===== config.mk =====
export PLATFORM = sky130hd
export DESIGN_NAME = morse_key_letter_decoder
export DESIGN_NICKNAME = d
export VERILOG_FILES = /design/src/hw/rtl/mkld_pkg.sv /design/src/hw/rtl/morse_key_letter_decoder.sv
export SDC_FILE = /design/constraint.sdc
export NUM_CORES = 1
export LEC_CHECK = 0
export BUFFER_PORTS_ARGS = -buffer_cell sky130_fd_sc_hd__buf_2
export CORE_ASPECT_RATIO = 2
export CORE_MARGIN = 2
export CORE_UTILIZATION = 35
export CTS_CLUSTER_SIZE = 28
export DETAILED_ROUTE_END_ITERATION = 10
export GPL_ROUTABILITY_DRIVEN = 0
export GPL_TIMING_DRIVEN = 0
export MAX_ROUTING_LAYER = met4
export PLACE_DENSITY = 0.55
export SETUP_SLACK_MARGIN = 0.05
export SYNTH_ARGS = -nofsm -noshare
export SYNTH_HDL_FRONTEND = slang
export SYNTH_SLANG_ARGS = --single-unit

===== constraint.sdc =====
create_clock -name clk_i -period 6.64 [get_ports clk_i]
set_input_delay 1.328 -clock clk_i [delete_from_list [all_inputs] [get_ports clk_i]]
set_output_delay 1.328 -clock clk_i [all_outputs]
set_load 0.02 [all_outputs]

===== src/hw/rtl/mkld_pkg.sv =====
package mkld_pkg;

  // Defaults for the top-level parameters.
  localparam int MAX_SYMBOLS_DEF     = 4;
  localparam int MESSAGE_LETTERS_DEF = 4;
  localparam int TIMER_BITS_DEF      = 16;

  // Configuration register indexes.
  localparam logic [1:0] REG_DOT_THRESHOLD = 2'd0;
  localparam logic [1:0] REG_TOO_LONG      = 2'd1;
  localparam logic [1:0] REG_LETTER_GAP    = 2'd2;
  localparam logic [1:0] REG_LETTER_LIMIT  = 2'd3;

  localparam int CFG_BITS = 16;

  localparam logic [CFG_BITS-1:0] DOT_THRESHOLD_RST = 16'd250;
  localparam logic [CFG_BITS-1:0] TOO_LONG_RST      = 16'd700;
  localparam logic [CFG_BITS-1:0] LETTER_GAP_RST    = 16'd400;
  localparam logic [CFG_BITS-1:0] LETTER_LIMIT_RST  = 16'd4000;

  typedef logic [2:0] event_t;

  localparam event_t EV_LETTER         = 3'd0;
  localparam event_t EV_LETTER_TIMEOUT = 3'd1;
  localparam event_t EV_UNKNOWN        = 3'd2;
  localparam event_t EV_UNKNOWN_TIMEOUT = 3'd3;
  localparam event_t EV_PRESS_TOO_LONG = 3'd4;
  localparam event_t EV_TOO_MANY       = 3'd5;

  localparam int NUM_LETTERS = 26;

  // Morse table, A first: symbol count and pattern (dash = 1, first symbol in the MSB).
  localparam logic [2:0] MORSE_LEN [NUM_LETTERS] = '{
    3'd2, 3'd4, 3'd4, 3'd3, 3'd1, 3'd4, 3'd3, 3'd4, 3'd2,
    3'd4, 3'd3, 3'd4, 3'd2, 3'd2, 3'd3, 3'd4, 3'd4, 3'd3,
    3'd3, 3'd1, 3'd3, 3'd4, 3'd3, 3'd4, 3'd4, 3'd4
  };

  localparam logic [3:0] MORSE_CODE [NUM_LETTERS] = '{
    4'd1,  4'd8,  4'd10, 4'd4, 4'd0,  4'd2,  4'd6, 4'd0, 4'd0,
    4'd7,  4'd5,  4'd4,  4'd3, 4'd2,  4'd7,  4'd6, 4'd13, 4'd2,
    4'd0,  4'd1,  4'd1,  4'd1, 4'd3,  4'd9,  4'd11, 4'd12
  };

endpackage


===== src/hw/rtl/morse_key_letter_decoder.sv =====
// Channel   Direction  Handshake                 Payload
// --------  ---------  ------------------------  ---------------------------------------------
// key in    input      in_valid_i / in_ready_o   key_down_i
// result    output     out_valid_o / out_ready_i event_res_o, letter_o,
//                                                letters_in_message_o, message_full_o
// config    input      cfg_we_i                  cfg_index_i, cfg_data_i
//
// For each key sample, the timers, the press classification and the
// letter table match are one combinational pass from the state registers into the
// result register, so a new item can be taken on every clock while in_ready_o is high.
// An item that yields a result loads the output register; the input side keeps
// accepting while that register is empty or being drained in the same cycle.
// Reset clears all timers, the symbol buffer and the letter count, and loads the
// register defaults.
module morse_key_letter_decoder #(
  parameter int MAX_SYMBOLS     = mkld_pkg::MAX_SYMBOLS_DEF,
  parameter int MESSAGE_LETTERS = mkld_pkg::MESSAGE_LETTERS_DEF,
  parameter int TIMER_BITS      = mkld_pkg::TIMER_BITS_DEF
) (
  input  logic        clk_i,
  input  logic        rst_ni,
  input  logic        in_valid_i,
  output logic        in_ready_o,
  input  logic        key_down_i,
  output logic        out_valid_o,
  input  logic        out_ready_i,
  output logic [2:0]  event_res_o,
  output logic [4:0]  letter_o,
  output logic [2:0]  letters_in_message_o,
  output logic        message_full_o,
  input  logic        cfg_we_i,
  input  logic [1:0]  cfg_index_i,
  input  logic [15:0] cfg_data_i
);
  import mkld_pkg::*;

  localparam int CntW = $clog2(MAX_SYMBOLS + 1);
  localparam int LcW  = $clog2(MESSAGE_LETTERS + 1);
  localparam int CmpW = (TIMER_BITS > CFG_BITS) ? TIMER_BITS : CFG_BITS;
  localparam logic [TIMER_BITS-1:0] TMax = {TIMER_BITS{1'b1}};

  // Configuration registers.
  logic [CFG_BITS-1:0] dot_thr_q, too_long_q, gap_lim_q, win_lim_q;

  always_ff @(posedge clk_i or negedge rst_ni) begin
    if (!rst_ni) begin
      dot_thr_q  <= DOT_THRESHOLD_RST;
      too_long_q <= TOO_LONG_RST;
      gap_lim_q  <= LETTER_GAP_RST;
      win_lim_q  <= LETTER_LIMIT_RST;
    end else if (cfg_we_i) begin
      case (cfg_index_i)
        REG_DOT_THRESHOLD: dot_thr_q  <= cfg_data_i;
        REG_TOO_LONG:      too_long_q <= cfg_data_i;
        REG_LETTER_GAP:    gap_lim_q  <= cfg_data_i;
        REG_LETTER_LIMIT:  win_lim_q  <= cfg_data_i;
        default: ;
      endcase
    end
  end

  // Decoder state.
  logic                  was_down_q, was_down_d;
  logic [TIMER_BITS-1:0] press_q, press_d;
  logic [TIMER_BITS-1:0] gap_q, gap_d;
  logic                  armed_q, armed_d;
  logic [TIMER_BITS-1:0] win_q, win_d;
  logic                  running_q, running_d;
  logic [MAX_SYMBOLS-1:0] pat_q, pat_d;
  logic [CntW-1:0]       cnt_q, cnt_d;
  logic [LcW-1:0]        lc_q, lc_d;

  // Output register.
  logic       out_valid_q, out_valid_d;
  event_t     ev_q, ev_d;
  logic [4:0] letter_q, letter_d;
  logic [2:0] lim_q, lim_d;
  logic       full_q, full_d;

  logic in_acc;
  assign in_ready_o = !out_valid_q || out_ready_i;
  assign in_acc     = in_valid_i && in_ready_o;

  function automatic logic [TIMER_BITS-1:0] sat_inc(input logic [TIMER_BITS-1:0] v);
    return (v == TMax) ? v : v + 1'b1;
  endfunction

  // Letter table match on the pattern that is about to be decoded.
  logic [MAX_SYMBOLS-1:0] dec_pat;
  logic [CntW-1:0]        dec_cnt;
  logic                   found;
  logic [4:0]             found_idx;

  always_comb begin
    found     = 1'b0;
    found_idx = '0;
    for (int i = 0; i < NUM_LETTERS; i++) begin
      if (!found && 8'(dec_cnt) == 8'(MORSE_LEN[i]) && 8'(dec_pat) == 8'(MORSE_CODE[i])) begin
        found     = 1'b1;
        found_idx = 5'(i);
      end
    end
  end

  logic            rel_pat_bit;
  logic [CntW-1:0] rel_cnt;
  logic [LcW-1:0]  lc_inc;
  logic            do_decode, timed_out, have_res;

  always_comb begin
    was_down_d = was_down_q;
    press_d    = press_q;
    gap_d      = gap_q;
    armed_d    = armed_q;
    win_d      = win_q;
    running_d  = running_q;
    pat_d      = pat_q;
    cnt_d      = cnt_q;
    lc_d       = lc_q;
    ev_d       = ev_q;
    letter_d   = letter_q;
    lim_d      = lim_q;
    full_d     = full_q;
    dec_pat    = pat_q;
    dec_cnt    = cnt_q;
    do_decode  = 1'b0;
    timed_out  = 1'b0;
    have_res   = 1'b0;
    lc_inc     = lc_q + 1'b1;
    rel_pat_bit = !(CmpW'(press_q) < CmpW'(dot_thr_q));
    rel_cnt    = cnt_q + 1'b1;

    if (in_acc) begin
      was_down_d = key_down_i;
      if (running_q) begin
        win_d = sat_inc(win_q);
      end
      if (key_down_i) begin
        if (!was_down_q) begin
          press_d = TIMER_BITS'(1);
          armed_d = 1'b0;
          gap_d   = '0;
          if (cnt_q == '0) begin
            win_d     = '0;
            running_d = 1'b1;
          end
        end else begin
          press_d = sat_inc(press_q);
        end
      end else if (was_down_q) begin
        // Release: classify the press just ended.
        if (cnt_q >= CntW'(MAX_SYMBOLS)) begin
          have_res = 1'b1;
          ev_d     = EV_TOO_MANY;
        end else if (CmpW'(press_q) > CmpW'(too_long_q)) begin
          have_res = 1'b1;
          ev_d     = EV_PRESS_TOO_LONG;
        end else begin
          pat_d   = {pat_q[MAX_SYMBOLS-2:0], rel_pat_bit};
          cnt_d   = rel_cnt;
          armed_d = 1'b1;
          gap_d   = '0;
          dec_pat = pat_d;
          dec_cnt = rel_cnt;
          if (running_q && CmpW'(win_d) > CmpW'(win_lim_q)) begin
            do_decode = 1'b1;
            timed_out = 1'b1;
          end
        end
        if (have_res) begin
          letter_d = '0;
          lim_d    = 3'(lc_q);
          full_d   = 1'b0;
        end
      end else begin
        // Idle tick: window first, then the letter gap.
        if (armed_q) begin
          gap_d = sat_inc(gap_q);
        end
        if (running_q && cnt_q != '0 && CmpW'(win_d) > CmpW'(win_lim_q)) begin
          do_decode = 1'b1;
          timed_out = 1'b1;
        end else if (armed_q && cnt_q != '0 && CmpW'(gap_d) > CmpW'(gap_lim_q)) begin
          do_decode = 1'b1;
        end
      end

      if (do_decode) begin
        have_res = 1'b1;
        if (found) begin
          ev_d     = timed_out ? EV_LETTER_TIMEOUT : EV_LETTER;
          letter_d = found_idx;
          lim_d    = 3'(lc_inc);
          if (lc_inc == LcW'(MESSAGE_LETTERS)) begin
            full_d = 1'b1;
            lc_d   = '0;
          end else begin
            full_d = 1'b0;
            lc_d   = lc_inc;
          end
        end else begin
          ev_d     = timed_out ? EV_UNKNOWN_TIMEOUT : EV_UNKNOWN;
          letter_d = '0;
          lim_d    = 3'(lc_q);
          full_d   = 1'b0;
        end
      end

      // Errors and decodes both empty the symbol buffer.
      if (have_res) begin
        pat_d     = '0;
        cnt_d     = '0;
        running_d = 1'b0;
        win_d     = '0;
        armed_d   = 1'b0;
        gap_d     = '0;
      end
    end

    out_valid_d = out_valid_q && !out_ready_i;
    if (have_res) begin
      out_valid_d = 1'b1;
    end
  end

  always_ff @(posedge clk_i or negedge rst_ni) begin
    if (!rst_ni) begin
      was_down_q  <= 1'b0;
      press_q     <= '0;
      gap_q       <= '0;
      armed_q     <= 1'b0;
      win_q       <= '0;
      running_q   <= 1'b0;
      pat_q       <= '0;
      cnt_q       <= '0;
      lc_q        <= '0;
      out_valid_q <= 1'b0;
    end else begin
      was_down_q  <= was_down_d;
      press_q     <= press_d;
      gap_q       <= gap_d;
      armed_q     <= armed_d;
      win_q       <= win_d;
      running_q   <= running_d;
      pat_q       <= pat_d;
      cnt_q       <= cnt_d;
      lc_q        <= lc_d;
      out_valid_q <= out_valid_d;
    end
  end

  // Result payload needs no reset; it is qualified by out_valid_q.
  always_ff @(posedge clk_i) begin
    ev_q     <= ev_d;
    letter_q <= letter_d;
    lim_q    <= lim_d;
    full_q   <= full_d;
  end

  assign out_valid_o          = out_valid_q;
  assign event_res_o          = ev_q;
  assign letter_o             = letter_q;
  assign letters_in_message_o = lim_q;
  assign message_full_o       = full_q;

  // A buffered symbol always belongs to a running letter window.
  assert property (@(posedge clk_i) disable iff (!rst_ni)
    cnt_q != '0 |-> running_q)
    else $error("symbols buffered without a running window");

  // The buffer never holds more than the symbol limit.
  assert property (@(posedge clk_i) disable iff (!rst_ni)
    cnt_q <= CntW'(MAX_SYMBOLS))
    else $error("symbol count beyond limit");

  // The stored letter count stays below the message length.
  assert property (@(posedge clk_i) disable iff (!rst_ni)
    32'(lc_q) < MESSAGE_LETTERS)
    else $error("letter count did not wrap");

  // Only a decoded letter can complete a message.
  assert property (@(posedge clk_i) disable iff (!rst_ni)
    out_valid_q && full_q |-> (ev_q == EV_LETTER || ev_q == EV_LETTER_TIMEOUT))
    else $error("message full flagged on a non-letter event");

endmodule

==> flow_summary.json, run 1 <==
{
  "outcome": "finished, final reports clean",
  "required_ns": 6.99,
  "p_seq_share_pct": 37.5,
  "power.share.switching_pct": 34.8,
  "synth-async-reset-ratio_pct": 91.3,
  "peakVddDrop_v": 0.000248,
  "fin_util_pct": 40.4,
  "holdWs_ns": 0.492,
  "final_cell_mix": "dfrtp_1 (105), nand2_1 (98), inv_1 (77), nor2_1 (70), ha_1 (70)",
  "htreeDepth": 4,
  "critPathMaxFanout": 10,
  "grt_pass1_vias": 7134,
  "start_util_pct": 35.6,
  "fmax_mhz": 171,
  "crit_family": "compound AO/OA/AOI/OAI gates",
  "p_leak_nw": 4.38,
  "post-place-cells": 1242,
  "power.density_nw_per_um2": 295,
  "filler_cell_count": 2433,
  "die_h_um": 226,
  "worst_slew_pin_slew_ns": 0.977,
  "syn2layout_area_growth_pct": 13.6,
  "coreArea_um2": 24300,
  "grt_antenna_before_repair": 0,
  "syn_nets": 1008,
  "stdcell_area_um2": 9830,
  "postPlaceCellArea_um2": 9230,
  "first_pass_iters": 4,
  "ys_types": 73,
  "vias": 7049,
  "hold-path-cell-count": 1,
  "power_mw": 2.90,
  "setup_viol": 0,
  "clkTransAtPathRegs_ns": 0.06,
  "final_common_cell": "dfrtp_1",
  "critPathLaunchType": "register",
  "vias_per_cell": 5.53,
  "min_path_type": "register to register",
  "syn_area_um2": 8650,
  "cts_setup_buffers": 0,
  "syn_avg_cell_area_um2": 9.46,
  "fin_cells": 1274,
  "cpMaxStageDelayCell": "o41ai_1",
  "setup-tns-final_ns": 0,
  "dp_slack_ns": 0.768,
  "rsz0062_at_grt": "false",
  "grt-ovfl-total": 0,
  "path_class": "register to register",
  "grt_pass1_wl_mm": 37.9,
  "drive_gt1_share_pct": 16.5,
  "clkPwrFrac_pct": 32.9,
  "layout_min_cycle_time_ns": 5.85,
  "endpoint_kind": "register",
  "crit_cells": 23,
  "grt_start_max_net_pins": 82,
  "yosys_most_used_dff": "dfrtp_1",
  "die_w_um": 115,
  "route.detailed.drc": 0,
  "cts.path.max_buffers": 2,
  "synth_cells": 914,
  "fin_crit_sh_pct": 88.1,
  "ctsResizeCount": 0,
  "worst_slack_ns": 0.791,
  "ant_nets": 0,
  "worstPathArrival_ns": 6.20,
  "path_buf_inv": 3,
  "maxCapViolCount": 0,
  "floorplan.io_pins": 38,
  "dieArea_um2": 26100,
  "grt.total_usage_pct": 20.0,
  "drt_iter0_markers": 269,
  "postRouteWirelength_mm": 23.7,
  "p_comb_share_pct": 29.6,
  "yosysSeqAreaShare_pct": 40.9,
  "yosysWarnings": 0,
  "crit_top_cell": "a21o_1",
  "crit_chain": "clkbuf_1, nand3_1, nor3_1, nand3_1, o41ai_1, nor2_1, nand2_1, nor2_1, xnor2_1, ha_1, a21o_1, a21o_1, a21o_1, a21oi_1, nor2b_1, o211ai_1, a31o_2, o21a_1, buf_2, and3_1, clkbuf_1, nand2_1, o21ai_0",
  "dp_hpwl_mm": 18.4,
  "clkSinkCount": 138,
  "rows": 81,
  "p_switching_mw": 1.01,
  "cts_tree": "yes",
  "reg2regPathDepth": 23,
  "cts_made_buffers": 17,
  "port-buffer-count": 37,
  "slew_viol_final": 0,
  "max_slew_margin_pct": 34.0,
  "finClkSkew_ns": 0.00666,
  "max_stage_delay_ns": 0.93,
  "cts.hold.buffers_added": 0,
  "nets": 1065,
  "root_buffer": "clkbuf_16",
  "p_int_mw": 1.89,
  "clk_latency_ns": 0.43,
  "wl_per_cell_um": 18.6,
  "antenna_cells": 0,
  "synth_seq_cells": 138,
  "final_hold_viol_count": 0,
  "synth_edf_count": 12
}
==> power groups by stage <==
stage                     clock network [mW]  logic (mW)  registers [mW]
final                                  0.955       0.858            1.09
after global routing                    1.01       0.963            1.11
after CTS                              0.979       0.859            1.09
after detailed placement                   0       0.853            1.10
after global placement                     0       0.846            1.10
after floorplan                            0       0.619            1.07
==> metal layers <==
layer	track usage (%)	wire, µm	vias to the layer above
met5	-	0	-
met4	10.3	970	0
met3	3.56	620	74
met2	37.3	13600	163
met1	19.2	8530	3414
li1	-	-	3398
==> logic make-up after synthesis <==
kind of cell	synth area share, %
adders and majority gates	10.1
DFF	40.9
xor gates and xnor gates	3.85
and+or+nand+nor	16.9
muxes	7.42
AOI/OAI and AO/OA	15.8
buffers and inverters	4.90
==> flip-flops by register name (all words and copies together) (netlist names), 4 cells and up <==
register / cells
dot_thr_q: 16
gap_lim_q: 16
gap_q: 16
letter_o: 5
pat_q: 4
press_q: 16
too_long_q: 16
win_lim_q: 16
win_q: 16
==> synthesized netlist by cell type, types with 7 or more instances <==
cell type | instances | share of area [%]
a21oi_1 | 41 | 2.4
nor3_1 | 20 | 1.2
o21ai_0 | 51 | 3.0
xor2_1 | 19 | 1.9
and3_1 | 9 | 0.65
o21a_1 | 14 | 1.2
nor2_1 | 70 | 3.0
nor2b_1 | 8 | 0.58
edfxtp_1 | 12 | 4.2
o211ai_1 | 8 | 0.69
nand3_1 | 31 | 1.8
nand2_1 | 98 | 4.3
dfstp_2 | 21 | 6.4
a32o_1 | 13 | 1.5
xnor2_1 | 19 | 1.9
dfrtp_1 | 105 | 30
nand2b_1 | 10 | 0.72
mux2_2 | 52 | 6.8
clkbuf_1 | 19 | 0.82
inv_1 | 77 | 3.3
and4_1 | 7 | 0.71
ha_1 | 70 | 10
a22o_1 | 11 | 1.1
nand4_1 | 18 | 1.3
==> cell type report <==
cell class,instances,area (µm²),share of cell area (%)
repair buffers,38,219,2.23
multi-input cells,668,4680,47.7
inverters,79,297,3.02
flip-flops and latches,138,3540,36.0
clock buffers,23,509,5.18
well taps,290,363,3.69
plain buffers,29,128,1.30
clock inverters,9,86.3,0.879
==> final timing paths <==
check | from | end | slack [ns]
worst max-delay path | gap_q[6] | gap_q[9] | 0.79
worst min-delay path | gap_q[9] | gap_q[9] | 0.49
worst max register to register | gap_q[6] | gap_q[9] | 0.79
worst min register to register | gap_q[9] | gap_q[9] | 0.49
max in group asynchronous | rst_ni | too_long_q[2] | 5.00
min in group asynchronous | rst_ni | gap_q[7] | 0.83
(Power assumes the default switching activity.)
==> inputs of run 2 (changes only) <==
--- a/config.mk
+++ b/config.mk
@@ -6,6 +6,8 @@
 export NUM_CORES = 1
 export LEC_CHECK = 0
 export BUFFER_PORTS_ARGS = -buffer_cell sky130_fd_sc_hd__buf_2
+export CELL_PAD_IN_SITES_DETAIL_PLACEMENT = 0
+export CELL_PAD_IN_SITES_GLOBAL_PLACEMENT = 1
 export CORE_ASPECT_RATIO = 2
 export CORE_MARGIN = 2
 export CORE_UTILIZATION = 35
@@ -14,8 +16,10 @@
 export GPL_ROUTABILITY_DRIVEN = 0
 export GPL_TIMING_DRIVEN = 0
 export MAX_ROUTING_LAYER = met4
-export PLACE_DENSITY = 0.55
+export PLACE_DENSITY = 0.66
+export RECOVER_POWER = 50
 export SETUP_SLACK_MARGIN = 0.05
 export SYNTH_ARGS = -nofsm -noshare
 export SYNTH_HDL_FRONTEND = slang
 export SYNTH_SLANG_ARGS = --single-unit
+export TNS_END_PERCENT = 30
==> run 2 against run 1 <==
Net effect: the run now ends with capacitance limit, slew limit left; register-to-register slack better by 0.13 ns; die area stayed put; power is 1.8% lower; core utilization is 0.31 points lower; via count is 1.2% lower; clock power is 5.1% lower; sequential share of layout area is 0.28 points higher; final area is 0.78% lower; clock-buffer cell count is 5 lower; flip-flop and latch count stayed put; first-iteration DRC count is 1.5% higher; global-route usage is 0.48 points higher; critical path type unchanged; critical endpoint is now gap_q[11]; largest cell class unchanged.
==> flow_summary.json, run 2 (synthesis results as in run 1) <==
{
  "r2r_start": "win_q[7]",
  "power_mw": 2.85,
  "vias": 6966,
  "fmax_mhz": 175,
  "critPathLaunchType": "register",
  "path_buf_inv": 2,
  "htreeDepth": 4,
  "clkTransAtPathRegs_ns": 0.06,
  "wl_met3_um": 519,
  "dieArea_um2": 26100,
  "floorplan.io_pins": 38,
  "routed.top_layer": "met4",
  "grt-ovfl-total": 0,
  "setup_viol": 0,
  "p_int_mw": 1.83,
  "die_w_um": 115,
  "ant_nets": 0,
  "crit_chain": "and4_1, nand3_1, nor3_1, nor2_1, and3_1, nor3b_1, nand3_1, xnor2_1, ha_1, a21o_1, a21o_1, a21oi_1, o221ai_1, o21ai_0, or3_4, o21a_1, buf_2, and3_1, clkbuf_1, nand2_1, o21ai_0",
  "layout_min_cycle_time_ns": 5.72,
  "final_hold_viol_count": 0,
  "nets": 1065,
  "p_seq_share_pct": 38.0,
  "power.share.switching_pct": 35.8,
  "route.detailed.drc": 0,
  "clkPwrFrac_pct": 31.8,
  "first_pass_iters": 5,
  "p_comb_share_pct": 30.2,
  "grt_start_max_net_pins": 68,
  "worstPathArrival_ns": 6.06,
  "critPathMaxFanout": 10,
  "failed_checks": "capacitance limit, slew limit",
  "port-buffer-count": 37,
  "drive_gt1_share_pct": 16.1,
  "p_leak_nw": 4.33,
  "wl_met2_mm": 14.1,
  "required_ns": 6.98,
  "min_from": "gap_q[9]",
  "die_h_um": 226,
  "antenna_cells": 0,
  "cts_tree": "yes",
  "min_to": "gap_q[9]",
  "final_cell_mix": "dfrtp_1 (105), nand2_1 (98), inv_1 (77), nor2_1 (70), ha_1 (70)",
  "grt_pass1_wl_mm": 39.1,
  "worst_slack_ns": 0.919,
  "dp_slack_ns": 0.842,
  "drt-met1-wl_mm": 8.66,
  "coreArea_um2": 24300,
  "final_common_cell": "dfrtp_1",
  "fin_util_pct": 40.1,
  "maxCapViolCount": 2,
  "path_class": "register to register",
  "cts_setup_buffers": 0,
  "dp_hpwl_mm": 19.3,
  "cpMaxStageDelayCell": "o21ai_0",
  "slew_viol_final": 129,
  "wl_per_cell_um": 19.2,
  "cts.hold.buffers_added": 0,
  "holdWs_ns": 0.494,
  "peakVddDrop_v": 0.000173,
  "endpoint_kind": "register",
  "root_buffer": "clkbuf_16",
  "clk_latency_ns": 0.44,
  "rows": 81,
  "cts_made_buffers": 17,
  "worst_slew_pin_slew_ns": 3.47,
  "hold-path-cell-count": 1,
  "grt.total_usage_pct": 20.5,
  "drt_iter0_markers": 273,
  "grt_antenna_before_repair": 0,
  "setup-tns-final_ns": 0,
  "rsz0062_at_grt": "false",
  "max_stage_delay_ns": 0.52,
  "vias_per_cell": 5.47,
  "syn2layout_area_growth_pct": 12.7,
  "reg2regPathDepth": 21,
  "rrSetupSlack_ns": 0.92,
  "fin_crit_sh_pct": 86.2,
  "finClkSkew_ns": 0.00734,
  "power.density_nw_per_um2": 292,
  "r2r-end": "gap_q[11]",
  "ctsResizeCount": 0,
  "grt_pass1_vias": 7171,
  "max_slew_margin_pct": -131,
  "crit_family": "simple AND/OR/NAND/NOR gates",
  "postRouteWirelength_mm": 24.5,
  "clkSinkCount": 138,
  "start_util_pct": 35.6,
  "outcome": "finished with violations",
  "min_path_type": "register to register",
  "p_switching_mw": 1.02,
  "cts.path.max_buffers": 2
}
==> run 2: worst max-delay path by stage <==
stage	start	slack (ns)	to	cells after the start
after detailed placement	win_q[4]	0.84	gap_q[11]	22
final	win_q[7]	0.92	gap_q[11]	21
after floorplan	gap_q[6]	2.06	letters_in_message_o[1]	22
after global placement	win_q[4]	0.83	gap_q[9]	22
after global routing	win_q[4]	0.36	gap_q[11]	22
after CTS	win_q[4]	0.80	gap_q[11]	22
==> run 2: power groups by stage <==
stage          logic [mW]  clock network (mW)  registers, mW
2_1_floorplan       0.619                   0           1.07
3_3_place_gp        0.854                   0           1.09
3_5_place_dp        0.861                   0           1.10
4_1_cts             0.868               0.929           1.08
5_1_grt             0.975               0.958           1.10
6_report            0.861               0.906           1.08
==> run 2: per-layer routing <==
metal,GRT usage (%),up-vias
met5,-,-
met4,10.5,0
met3,3.07,55
met2,38.7,116
met1,19.7,3406
li1,-,3389
==> run 2: through the flow <==
stage | cell area [µm²] | instances
final | 9750 | 1274
after global routing | 9750 | 1274
after CTS | 9780 | 1274
after detailed placement | 9230 | 1242
after global placement | 9200 | 1241
after floorplan | 8650 | 914
==> run 2: layout make-up <==
type,instances,area [µm²]
clock inverter,14,124
buffer,29,126
inverter,79,297
fill,2455,14600
sequential,138,3540
clock buffer,18,429
timing repair buffer,38,186
tap,290,363
multi-input combinational,668,4680
==> run 2: worst reg2reg max path, delay by kind of cell (launching register included) <==
| kind | cells | cell delay [ns] |
|---|---|---|
| and+or+nand+nor | 10 | 2.48 |
| AOI/OAI and AO/OA | 7 | 1.51 |
| buffers and inverters | 2 | 0.66 |
| DFF | 1 | 0.45 |
| adders and majority gates | 1 | 0.30 |
| xor gates and xnor gates | 1 | 0.24 |
==> inputs of run 3 (changes only) <==
--- a/config.mk
+++ b/config.mk
@@ -17,7 +17,7 @@
 export GPL_TIMING_DRIVEN = 0
 export MAX_ROUTING_LAYER = met4
 export PLACE_DENSITY = 0.66
-export RECOVER_POWER = 50
+export RECOVER_POWER = 25
 export SETUP_SLACK_MARGIN = 0.05
 export SYNTH_ARGS = -nofsm -noshare
 export SYNTH_HDL_FRONTEND = slang
==> run 3 against run 2 <==
Net effect: the run still ends with capacitance limit, slew limit left; global-route usage unchanged; clock-buffer cell count unchanged; via count is essentially flat.
==> flow_summary.json, run 3 (synthesis results as in run 1) <==
{
  "grt_start_max_net_pins": 68,
  "min_path_type": "register to register",
  "outcome": "finished with violations",
  "grt.total_usage_pct": 20.5,
  "worstPathArrival_ns": 6.05,
  "cts.hold.buffers_added": 0,
  "rows": 81,
  "coreArea_um2": 24300,
  "cts_setup_buffers": 0,
  "start_util_pct": 35.6,
  "die_h_um": 226,
  "ant_nets": 0,
  "multi_input_area_um2": 4680,
  "root_buffer": "clkbuf_16",
  "drive_gt1_share_pct": 16.4,
  "failed_checks": "capacitance limit, slew limit",
  "clkTransAtPathRegs_ns": 0.06,
  "wl_met2_mm": 14.1,
  "max_slew_margin_pct": -131,
  "first_pass_iters": 5,
  "grt_pass1_vias": 7171,
  "fmax_mhz": 175,
  "cts.path.max_buffers": 2,
  "peakVddDrop_v": 0.000173,
  "fin_cells": 1274,
  "maxCapViolCount": 2,
  "clk_latency_ns": 0.44,
  "dieArea_um2": 26100,
  "path_class": "register to register",
  "power.density_nw_per_um2": 292,
  "wl_per_cell_um": 19.2,
  "seqCellArea_um2": 3540,
  "grt_pass1_wl_mm": 39.1,
  "syn2layout_area_growth_pct": 12.8,
  "dp_hpwl_mm": 19.3,
  "final_common_cell": "dfrtp_1",
  "setup_viol": 0,
  "rsz0062_at_grt": "false",
  "route.detailed.drc": 0,
  "drt_iter0_markers": 279,
  "port-buffer-count": 37,
  "vias": 6971,
  "antenna_cells": 0,
  "grt-ovfl-total": 0,
  "endpoint_kind": "register",
  "required_ns": 6.98,
  "nets": 1065,
  "p_leak_nw": 4.34,
  "slew_viol_final": 129,
  "layout_min_cycle_time_ns": 5.71,
  "ctsResizeCount": 0,
  "cts_tree": "yes",
  "die_w_um": 115,
  "dp_slack_ns": 0.842,
  "fin_crit_sh_pct": 85.9,
  "vias_per_cell": 5.47,
  "post-place-cells": 1242,
  "routed.top_layer": "met4",
  "worst_slew_pin_slew_ns": 3.47,
  "cts_made_buffers": 17,
  "drt-met1-wl_mm": 8.67,
  "critPathLaunchType": "register",
  "floorplan.io_pins": 38,
  "finClkSkew_ns": 0.00741,
  "htreeDepth": 4,
  "final_hold_viol_count": 0,
  "clkSinkCount": 138,
  "filler_cell_count": 2457,
  "worst_slack_ns": 0.933,
  "postRouteWirelength_mm": 24.5,
  "grt_antenna_before_repair": 0,
  "critPathMaxFanout": 10,
  "final_cell_mix": "dfrtp_1 (105), nand2_1 (98), inv_1 (77), nor2_1 (70), ha_1 (70)",
  "wl_met3_um": 506,
  "setup-tns-final_ns": 0
}
[run 3: worst paths after layout]
path / startpoint / end / slack, ns / cells after the start
setup / recovery: win_q[7] / gap_q[11] / 0.93 / 21
hold / removal: gap_q[9] / gap_q[9] / 0.49 / 1
setup reg to reg: win_q[7] / gap_q[11] / 0.93 / 21
hold reg to reg: gap_q[9] / gap_q[9] / 0.49 / 1
max in group asynchronous: rst_ni / gap_lim_q[2] / 1.56 / 2
min in group asynchronous: rst_ni / win_q[8] / 2.06 / 1
[run 3: critical path, stage by stage (launching register included)]
cell,delay (ns)
dfrtp_1,0.45
and4_1,0.20
nand3_1,0.21
nor3_1,0.11
nor2_1,0.35
and3_1,0.33
nor3b_1,0.49
nand3_1,0.16
xnor2_1,0.24
ha_1,0.30
a21o_1,0.17
a21o_1,0.17
a21oi_1,0.18
o221ai_1,0.18
o21ai_0,0.51
or3_4,0.25
o21a_1,0.11
buf_2,0.23
and3_1,0.28
clkbuf_1,0.43
nand2_1,0.09
o21ai_0,0.18
[run 3: layer usage]
layer  vias up  global-route usage (%)
li1       3392                       -
met1      3410                    19.7
met2       113                    38.7
met3        56                    3.07
met4         0                    10.5
met5         -                       -
[run 3: final cells by class]
type	count	area share [%]
repair buffers	38	1.94
flip-flops and latches	138	36.3
plain buffers	29	1.31
well taps	290	3.72
clock buffers	18	4.40
clock inverters	14	1.27
multi-input cells	668	48.0
inverters	79	3.04
[run 3: metrics by stage]
step                      hold slack, ns  util [%]  instance area, µm²  power [mW]
after floorplan                    0.450         -                8650        1.69
after global placement             0.481      37.8                9200        1.95
after detailed placement           0.491      37.9                9230        1.96
after CTS                          0.501      40.2                9780        2.88
after global routing               0.513      40.1                9750        3.04
final                              0.494      40.1                9750        2.85
[run 3: where the power goes]
group | internal (mW) | total [mW] | switching, mW | leakage (nW)
logic | 0.328 | 0.861 | 0.533 | 2.40
registers | 0.986 | 1.08 | 0.0969 | 1.68
clock network | 0.515 | 0.906 | 0.391 | 0.259
total | 1.83 | 2.85 | 1.02 | 4.34
